==> src/rtl/wbps_pkg.sv <==
// Shared types and constants for the wildcard byte pattern search.
// No dependencies; imported by wbps_cell and the top level.
`default_nettype none

package wbps_pkg;

    localparam int BYTE_W          = 8;
    localparam int PATTERN_MAX_DEF = 16;

    // Per-beat controls broadcast from the top level to every window cell.
    typedef struct packed {
        logic shift;   // take the neighbor's byte
        logic clear;   // end of image: empty the window
    } cell_ctrl_t;

endpackage : wbps_pkg

`default_nettype wire

==> src/rtl/wildcard_byte_pattern_search.sv <==
// Top level of the wildcard byte pattern search: window cell chain, counters,
// configuration registers and result register. Depends on wbps_pkg, wbps_cell.
//
//  channel   dir  beat contents                      handshake
//  -------   ---  ---------------------------------  ----------------------
//  s_axis    in   tdata = image_byte, tlast = last   tvalid / tready
//  m_axis    out  tdata = match_offset, tuser = found tvalid / tready
//  cfg       in   cfg_index, cfg_data                cfg_we, no stall
//
// One image byte per cycle while ready: the whole signature compare is one
// rank of per-cell byte comparators feeding an AND, done in the cycle the
// byte is taken, with the result landing in the output register next edge.
// The single output register lets a new byte in whenever it is empty or is
// being drained in the same cycle; a stalled result holds only the input.
// Reset empties the window, the byte count and the match flag at once, and
// loads the configuration defaults (length 1, everything else zero).
`default_nettype none

module wildcard_byte_pattern_search #(
    parameter int PATTERN_MAX = wbps_pkg::PATTERN_MAX_DEF
) (
    input  wire logic                         clk,
    input  wire logic                         rst_n,
    // input stream
    input  wire logic                         s_axis_tvalid,
    output logic                              s_axis_tready,
    input  wire logic [7:0]                   s_axis_tdata,   // [7:0] image_byte
    input  wire logic                         s_axis_tlast,   // last_byte
    // result stream
    output logic                              m_axis_tvalid,
    input  wire logic                         m_axis_tready,
    output logic      [31:0]                  m_axis_tdata,   // [31:0] match_offset
    output logic                              m_axis_tuser,   // [0] found
    // configuration writes
    input  wire logic                         cfg_we,
    input  wire logic [1:0]                   cfg_index,
    input  wire logic [63:0]                  cfg_data
);
    import wbps_pkg::*;

    localparam int LEN_W     = $clog2(PATTERN_MAX + 1);
    localparam int SIG_IDX_W = (PATTERN_MAX > 1) ? $clog2(PATTERN_MAX) : 1;
    localparam int SIG_W     = BYTE_W * PATTERN_MAX;

    // register indexes
    localparam logic [1:0] CFG_PAT_LO = 2'd0;
    localparam logic [1:0] CFG_PAT_HI = 2'd1;
    localparam logic [1:0] CFG_WILD   = 2'd2;
    localparam logic [1:0] CFG_LEN    = 2'd3;

    // ---------------- configuration registers ----------------
    logic [63:0] pat_lo_reg;
    logic [63:0] pat_hi_reg;
    logic [15:0] wild_reg;
    logic [4:0]  len_reg;

    always_ff @(posedge clk or negedge rst_n)
    begin
        if (!rst_n)
        begin
            pat_lo_reg <= '0;
            pat_hi_reg <= '0;
            wild_reg   <= '0;
            len_reg    <= 5'd1;
        end
        else if (cfg_we)
        begin
            unique case (cfg_index)
                CFG_PAT_LO: pat_lo_reg <= cfg_data;
                CFG_PAT_HI: pat_hi_reg <= cfg_data;
                CFG_WILD:   wild_reg   <= cfg_data[15:0];
                CFG_LEN:    len_reg    <= cfg_data[4:0];
            endcase
        end
    end

    // Length clamped to 1..PATTERN_MAX.
    logic [LEN_W-1:0] len_eff;
    always_comb
    begin
        priority if (len_reg == 5'd0)
        begin
            len_eff = LEN_W'(1);
        end
        else if (len_reg > 5'(PATTERN_MAX))
        begin
            len_eff = LEN_W'(PATTERN_MAX);
        end
        else
        begin
            len_eff = len_reg[LEN_W-1:0];
        end
    end

    logic [127:0]           sig_all;
    logic [SIG_W-1:0]       sig_vec;
    logic [PATTERN_MAX-1:0] wild_vec;
    assign sig_all  = {pat_hi_reg, pat_lo_reg};
    assign sig_vec  = sig_all[SIG_W-1:0];
    assign wild_vec = wild_reg[PATTERN_MAX-1:0];

    // ---------------- handshake and beat controls ----------------
    logic       out_valid_reg;
    logic       found_reg;
    logic [31:0] offset_reg;
    logic       reported_reg;
    logic [31:0] seen_reg;

    logic       in_beat;
    cell_ctrl_t cell_ctrl;

    assign s_axis_tready = !out_valid_reg || m_axis_tready;
    assign in_beat       = s_axis_tvalid && s_axis_tready;

    // after a match the window freezes until the last byte
    assign cell_ctrl.shift = in_beat && !reported_reg;
    assign cell_ctrl.clear = in_beat && s_axis_tlast;

    // ---------------- window cell chain ----------------
    // cell 0 holds the newest byte; cell k is compared with signature byte
    // len-1-k, cells at or beyond the length always hit
    logic [BYTE_W-1:0]      chain   [PATTERN_MAX+1];
    logic [PATTERN_MAX-1:0] hit_vec;

    assign chain[0] = s_axis_tdata;

    for (genvar k = 0; k < PATTERN_MAX; k++)
    begin : g_cell
        logic                 active;
        logic [LEN_W-1:0]     idx_full;
        logic [SIG_IDX_W-1:0] idx;
        logic [BYTE_W-1:0]    sig_byte;
        logic                 wild;

        assign active   = LEN_W'(k) < len_eff;
        assign idx_full = len_eff - LEN_W'(k + 1);
        assign idx      = idx_full[SIG_IDX_W-1:0];
        assign sig_byte = sig_vec[BYTE_W*idx +: BYTE_W];
        assign wild     = !active || wild_vec[idx];

        wbps_cell u_cell (
            .clk      (clk),
            .rst_n    (rst_n),
            .ctrl     (cell_ctrl),
            .byte_in  (chain[k]),
            .sig_byte (sig_byte),
            .wild     (wild),
            .byte_out (chain[k+1]),
            .hit      (hit_vec[k])
        );
    end

    // ---------------- byte count and match decision ----------------
    logic [31:0] seen_next;
    logic        enough;
    logic        match_now;
    logic        emit;
    logic [31:0] offset_now;

    assign seen_next  = (seen_reg == '1) ? seen_reg : seen_reg + 32'd1;  // saturates
    assign enough     = seen_next >= 32'(len_eff);
    assign match_now  = !reported_reg && enough && (&hit_vec);
    // no match yet: either report it now or, on the last byte, report a miss
    assign emit       = !reported_reg && (match_now || s_axis_tlast);
    assign offset_now = match_now ? (seen_next - 32'(len_eff)) : 32'd0;

    always_ff @(posedge clk or negedge rst_n)
    begin
        if (!rst_n)
        begin
            seen_reg     <= '0;
            reported_reg <= 1'b0;
        end
        else if (in_beat)
        begin
            if (s_axis_tlast)
            begin
                seen_reg     <= '0;
                reported_reg <= 1'b0;
            end
            else if (!reported_reg)
            begin
                seen_reg     <= seen_next;
                reported_reg <= match_now;
            end
        end
    end

    // ---------------- result register ----------------
    always_ff @(posedge clk or negedge rst_n)
    begin
        if (!rst_n)
        begin
            out_valid_reg <= 1'b0;
        end
        else if (in_beat && emit)
        begin
            out_valid_reg <= 1'b1;
        end
        else if (m_axis_tready)
        begin
            out_valid_reg <= 1'b0;
        end
    end

    always_ff @(posedge clk)
    begin
        if (in_beat && emit)
        begin
            found_reg  <= match_now;
            offset_reg <= offset_now;
        end
    end

    assign m_axis_tvalid = out_valid_reg;
    assign m_axis_tdata  = offset_reg;
    assign m_axis_tuser  = found_reg;

endmodule : wildcard_byte_pattern_search

`default_nettype wire

==> src/rtl/wbps_cell.sv <==
// One window cell: holds one recent image byte and compares the byte it is
// about to take against its signature byte. Depends on wbps_pkg.
`default_nettype none

module wbps_cell (
    input  wire logic                         clk,
    input  wire logic                         rst_n,
    input  wire wbps_pkg::cell_ctrl_t         ctrl,
    input  wire logic [wbps_pkg::BYTE_W-1:0]  byte_in,
    input  wire logic [wbps_pkg::BYTE_W-1:0]  sig_byte,
    input  wire logic                         wild,
    output logic      [wbps_pkg::BYTE_W-1:0]  byte_out,
    output logic                              hit
);
    import wbps_pkg::*;

    logic [BYTE_W-1:0] byte_reg;
    logic [BYTE_W-1:0] byte_next;

    // compare on the incoming byte: it is what this cell holds after the shift
    assign hit = wild || (byte_in == sig_byte);

    always_comb
    begin
        byte_next = byte_reg;
        if (ctrl.clear)
        begin
            byte_next = '0;
        end
        else if (ctrl.shift)
        begin
            byte_next = byte_in;
        end
    end

    always_ff @(posedge clk or negedge rst_n)
    begin
        if (!rst_n)
        begin
            byte_reg <= '0;
        end
        else
        begin
            byte_reg <= byte_next;
        end
    end

    assign byte_out = byte_reg;

endmodule : wbps_cell

`default_nettype wire

==> config.mk <==
export PLATFORM = sky130hd
export DESIGN_NAME = wildcard_byte_pattern_search
export DESIGN_NICKNAME = d
export VERILOG_FILES = /design/src/rtl/wbps_pkg.sv /design/src/rtl/wildcard_byte_pattern_search.sv /design/src/rtl/wbps_cell.sv
export SDC_FILE = /design/constraint.sdc
export NUM_CORES = 1
export LEC_CHECK = 0
export ABC_AREA = 1
export BUFFER_PORTS_ARGS = -buffer_cell sky130_fd_sc_hd__buf_2
export CAP_MARGIN = 40
export CORE_ASPECT_RATIO = 0.9
export CORE_MARGIN = 4
export CORE_UTILIZATION = 45
export DETAILED_ROUTE_END_ITERATION = 8
export PLACE_DENSITY = 0.64
export SYNTH_ARGS = -nofsm -noshare
export SYNTH_HDL_FRONTEND = slang
export SYNTH_SLANG_ARGS = --single-unit
==> constraint.sdc <==
create_clock -name clk -period 6.4 [get_ports clk]
set_clock_uncertainty 0.05 [all_clocks]
set_input_delay 0.32 -clock clk [delete_from_list [all_inputs] [get_ports clk]]
set_output_delay 0.32 -clock clk [all_outputs]
set_load 0.02 [all_outputs]
**Word level (Yosys, flattened, before mapping)**

Cells that the tools add are included.

- Output and inout bits: 35
- Bits of input ports: 80
- Flip-flop bits (word level): 336
- Logic and storage cells: 253

- Reductions and logical operators: 69
- Shift-type cells: 16
- Add/sub/neg operators: 18
- $lt $le $gt $ge: 34
- Muxes and demuxes: 71
- Equal/unequal tests: 21

Operator list:

| kind | number |
|---|---|
| $shiftx 128x8->8 | 16 |
| $mux 8 | 30 |
| $eq 8x8->1 | 16 |
| $mux 32 | 3 |
| $lt 4x5->1 const B | 16 |
| $bmux 1 s4 | 16 |
| $lt 4x5->1 const A | 8 |
| $logic_or 1x1->1 | 34 |
| $add 32x1->32 const B | 1 |
| $eq 32x32->1 const B | 1 |
| $ge 32x5->1 | 1 |
| $sub 32x5->32 | 1 |
| $sub 4x4->4 const B | 8 |
| $lt 3x5->1 const A | 4 |
| $mux 1 | 20 |
| $logic_not 1->1 | 18 |
| $reduce_and 16->1 | 1 |
| $sub 4x3->4 const B | 4 |
| $lt 1x5->1 const A | 2 |
| $lt 2x5->1 const A | 2 |
| $mux 5 | 2 |
| $reduce_and 2->1 | 5 |
| $sub 4x1->4 const B | 2 |
| $sub 4x2->4 const B | 2 |
| 8 further kinds | 16 |

**Logic depth before layout (Yosys ltp)**

- Depth after elaboration: 14
- Mapped depth: 29
- Mapped depth without buffers: 25

**Cells and area by module**

From an unflattened synthesis, not the netlist that was laid out.

- Cells, all modules: 3658
- Area total of the unflattened synthesis: 24972.7 sq um

By module, submodules not included:

| module | times used | area each (sq um) | seq. area each (sq um) | cells each |
|---|---|---|---|---|
| wildcard_byte_pattern_search | 1 | 16764.8 | 5571.6 | 2570 |
| wbps_cell | 16 | 513.0 | 200.2 | 68 |

**Worst setup path before layout**

No wires, ideal clock.

- Path type: reg2reg
- From: register len_reg[0]
- To: register offset_reg[0] (netlist: m_axis_tdata[0]), enable pin
- Data arrival time: 4036 ps
- Clock period less this slack: 4474 ps
- Setup time: 388 ps
- Path slack: 1926 ps
- Required time: 5962 ps
- Buffers on the path: 5
- Cell stages (with the launch flop): 28
- Cell sequence: dfstp_2 > nor2_2 > nand3_4 > nand2_2 > buf_6 > buf_4 > buf_2 > ha_1 > clkbuf_1 > buf_1 > nand3_1 > nand3_1 > nand3_1 > nand2_1 > nand2_1 > nand2_1 > nand2_1 > nor2_1 > nand2_1 > nand2_1 > nand2_1 > nor2_1 > nand2_1 > nor2_1 > nand2_2 > nand2_1 > nand2_1 > inv_1

- Word-level cells in the longest chain between the ends: 13
- Elaborated cells on any way between the ends: 155
- Those cells by class: add/sub (16); order compare (18); eq/ne (16); shift (16); mux (34); reduce/logical (55)

Ends and longest elaborated chain:

| what | RTL line | RTL |
|---|---|---|
| start, declared | wildcard_byte_pattern_search.sv:55 | `logic [4:0] len_reg;` |
| start signal, assigned | wildcard_byte_pattern_search.sv:72 | `CFG_LEN: len_reg <= cfg_data[4:0];` |
| $gt 5x5->1 | wildcard_byte_pattern_search.sv:85 | `else if (len_reg > 5'(PATTERN_MAX))` |
| $mux 5 | wildcard_byte_pattern_search.sv:85 |  |
| $mux 5 * | wildcard_byte_pattern_search.sv:81 | `priority if (len_reg == 5'd0)` |
| parallel branches: the longest is 6 deep, another holds $sub 4x1->4 | - |  |
| $logic_and 1x1->1 * | wildcard_byte_pattern_search.sv:162 | `assign match_now = !reported_reg && enough && (&hit_vec);` |
| $logic_or 1x1->1 * | wildcard_byte_pattern_search.sv:164 | `assign emit = !reported_reg && (match_now \|\| s_axis_tlast);` |
| $logic_and 1x1->1 * | wildcard_byte_pattern_search.sv:164 |  |
| $logic_and 1x1->1 * | wildcard_byte_pattern_search.sv:208 | `if (in_beat && emit)` |
| end signal, assigned | wildcard_byte_pattern_search.sv:211 | `offset_reg <= offset_now;` |
| end, declared | wildcard_byte_pattern_search.sv:105 | `logic [31:0] offset_reg;` |

Every way passes the cells marked *. The select of a mux whose other input is x is not followed.
A chain may end at the register's enable or synchronous reset.

**Worst setup path after layout**

- From: register seen_reg[0]
- To: register offset_reg[25] (netlist: m_axis_tdata[25]), data pin

- Word-level cells in the longest chain between the ends: 5
- Elaborated cells on any way between the ends: 7
- Those cells by class: add/sub (2); order compare (1); eq/ne (1); mux (1); reduce/logical (2)

Ends and longest elaborated chain:

| what | RTL line | RTL |
|---|---|---|
| start, declared | wildcard_byte_pattern_search.sv:107 | `logic [31:0] seen_reg;` |
| start signal, assigned | wildcard_byte_pattern_search.sv:183 | `seen_reg <= seen_next;` |
| $add 32x1->32 / $eq 32x32->1 (equally long branches) | wildcard_byte_pattern_search.sv:160 | `assign seen_next = (seen_reg == '1) ? seen_reg : seen_reg + 32'd1;` |
| $mux 32 * | wildcard_byte_pattern_search.sv:160 |  |
| $ge 32x5->1 * | wildcard_byte_pattern_search.sv:161 | `assign enough = seen_next >= 32'(len_eff);` |
| $logic_and 1x1->1 * (2 in series) | wildcard_byte_pattern_search.sv:162 |  |
| named net match_now | wildcard_byte_pattern_search.sv:156 | `logic match_now;` |

Mark *: on every way through the listed nets, which the timed path passes. The rest lies on a longest branch.

==> reports/qor.csv <==
metric;value;unit
Cell Pwr Density;381;nW/um^2
CP startpoint kind;flop;
cell taking the most area after synthesis;dfrtp_1;
VDD IR max;0.226;mV
Hold Violations, Final;0;
Fmax;0.190;GHz
commonest cells after routing, fill and taps aside;nand2_1 (1,282), nand3_1 (843), inv_1 (402);
# rows;80;
leading cell type in the layout, fill and taps excluded;nand2_1;
GRT Util Overall;35.7;%
Least-Margin Pin Slew;0.938;ns
Largest register FFs;120;
# clock sinks;336;
share of synthesized registers carrying an async set or reset;90.2;%
ranking of synthesized cells by area;dfrtp_1 (31%), nand2_1 (20%), nand3_1 (17%);
Area after DPL;25300;um^2
total negative setup slack;0;ns
endpoints failing setup;0;
Synth Flop Type;dfrtp_1;
vias post-DR;26501;
number of synthesized register bits;336;
Buf/Inv on CP;5;
Synth-to-Final Area Change;11.3;%
antenna-violating nets left;0;
postcts setup bufs;0;
crit path cell chain;ha_1 > nand3_1 > inv_1 > nand2_1 > nor2_1 > nand2_1 > inv_2 > or2_2 > o21ai_0 > inv_1 > fa_1 > nand2_1 > nand2_1 > nand2_1 > nand2_1 > nor2_1 > nand2_1 > nand2_1 > nor2_1 > nand2_2 > buf_4 > inv_2 > nand2_1 > nor2_1;
CP endpoint kind;flop;
nets@finish;3927;
Die Wd;253;um
I/O Pins;115;
synthesized instance count;3803;
clk buf depth;3;
mean cell area of the mapped netlist;6.39;um^2
Skew-Pair Late Insertion Delay;0.57;ns
unrepaired setup endpoints after global routing;false;
status;completed;
Required @ worst endpoint;6.67;ns
Final Cycle Share;82.4;%
crit path max-delay cell type;nand2_1;
WL final;105000;um
Largest stage delay, worst path;0.63;ns
post-synth top area share;31.1;%
global route total overflow;0;
Port Buffers;114;
Sequential Area;8570;um^2
Post-Layout Inst Area;27000;um^2
crit-path leading delay family;simple AND/OR/NAND/NOR gates;
largest net degree at the start of global routing;135;
chip height;228;um
total number of H-tree levels;2;
vias per cell;5.80;
Pins Over Slew Limit;0;
router iterations before antenna repair;9;
Clock Tree Root;clkbuf_16;
multi-input logic area;13300;um^2
CORE AREA;53300;um^2
HPWL after detailed placement;80500;um
GPL Wtd Cong;1.06;
Max Fanout on Critical Path;31;
cell mode on critical path;nand2_1;
synthesized cell area;24300;um^2
min Tclk post-route;5.28;ns
DRT iter0 DRCs;3294;
drt drc;0;
Pwr Total;10300;uW
FILL cells;5538;
die footprint;57800;um^2
wire per inst;22.9;um
share of cells above drive strength 1;7.93;%
initial core utilization;45.6;%
Netlist cell types;47;
hold crit path type;input pin to flop;
Final Core Density;50.8;%
Critical Path AT;5.55;ns
vias in the first global route;25042;
CTS Buf Count;41;
Worst slew margin;37.4;%
LEAKAGE;0.0138;uW
clock slew at reported path FFs;0.07;ns
sequential area share after synthesis;35.3;%
EDFF count, synth;33;
CP Class;flop to flop;
net count after synthesis;3890;
antenna violations before repair;3;
max_cap viols;0;
Yosys warning count;0;
first-pass GRT wire length;156000;um
CTS tree;built;
## worst reg2reg max path: cells and delay by family, from the launching register on
| kind | cells | cell delay, ns |
|---|---|---|
| compound gates | 1 | 0.13 |
| flops | 1 | 0.42 |
| fa+ha+maj | 2 | 0.73 |
| buf+inv | 5 | 0.99 |
| simple gates | 16 | 2.73 |
## per-layer routing
layer,GRT usage (%),wire (um),vias up
li1,-,-,12486
met1,46.2,41300,12279
met2,54.9,45700,1368
met3,5.86,9000,368
met4,23.9,8900,0
met5,0,0,-
## where the power goes
| group | total, uW | internal [uW] | switching [uW] |
|---|---|---|---|
| Combinational | 5230 | 1410 | 3820 |
| Clock | 2560 | 1560 | 995 |
| Sequential | 2510 | 2340 | 174 |
| Total | 10300 | 5310 | 4990 |
## cell type report
class | count | share of cell area [%]
diodes | 4 | 0.0370
clock buffers | 58 | 4.33
clock inverters | 17 | 1.05
inverters | 423 | 5.90
multi-input cells | 2853 | 49.1
flip-flops and latches | 336 | 31.7
well taps | 697 | 3.23
repair buffers | 185 | 4.67
## timing repair
item,in CTS,in global routing
resized for setup,0,0
hold buffers,27,0
endpoints found under the hold margin,148,0
## logic make-up after synthesis
logic type               after synthesis  share of synthesized area [%]
flip-flops                           336                           35.3
XOR/XNOR                              55                           2.09
adder cells (fa/ha/maj)                7                          0.392
AO/OA/AOI/OAI                        407                           9.39
multiplexers                           1                         0.0412
AND/OR/NAND/NOR                     2383                           42.6
buffers and inverters                614                           10.2
## final timing paths
| path | start | to | slack, ns | cells after the start |
|---|---|---|---|---|
| setup / recovery | seen_reg[0] | m_axis_tdata[25] | 1.12 | 24 |
| hold / removal | cfg_data[37] | pat_hi_reg[37] | 0.01 | 3 |
| setup reg to reg | seen_reg[0] | m_axis_tdata[25] | 1.12 | 24 |
| hold reg to reg | pat_hi_reg[57] | pat_hi_reg[57] | 0.44 | 2 |
| max in group asynchronous | rst_n | g_cell[4].u_cell.byte_out[2] | 4.63 | 3 |
| min in group asynchronous | rst_n | pat_hi_reg[55] | 0.33 | 2 |
## synth_stat cells (3+ instances only)
| library cell | count |
|---|---|
| nor4_1 | 5 |
| nand4_1 | 17 |
| nor2_4 | 4 |
| xnor2_1 | 6 |
| dfrtp_1 | 302 |
| o21ai_1 | 19 |
| or2_2 | 18 |
| ha_1 | 6 |
| nand3b_1 | 28 |
| a21oi_1 | 9 |
| nor2_2 | 3 |
| o21ai_0 | 236 |
| buf_1 | 27 |
| nand2_1 | 1284 |
| nor2_1 | 144 |
| nand3_1 | 843 |
| inv_1 | 403 |
| edfxtp_1 | 33 |
| o22ai_1 | 116 |
| xor2_1 | 47 |
| buf_2 | 58 |
| clkbuf_1 | 84 |
| a21oi_2 | 17 |
| inv_2 | 17 |
| buf_4 | 17 |
| buf_6 | 5 |
| nor3_1 | 22 |
| nand2_2 | 8 |
## through the flow
| step | hold WS (ns) | worst slack, ns | instances |
|---|---|---|---|
| 5_1_grt | 0.00920 | 0.723 | 4569 |
| 4_1_cts | 0.000903 | 1.21 | 4568 |
| 6_report | 0.0110 | 1.12 | 4573 |
| 3_5_place_dp | 0.378 | 1.26 | 4466 |
| 2_1_floorplan | -0.0256 | 1.93 | 3803 |
| 3_3_place_gp | 0.375 | 1.27 | 4463 |
(Power assumes the default switching activity.)
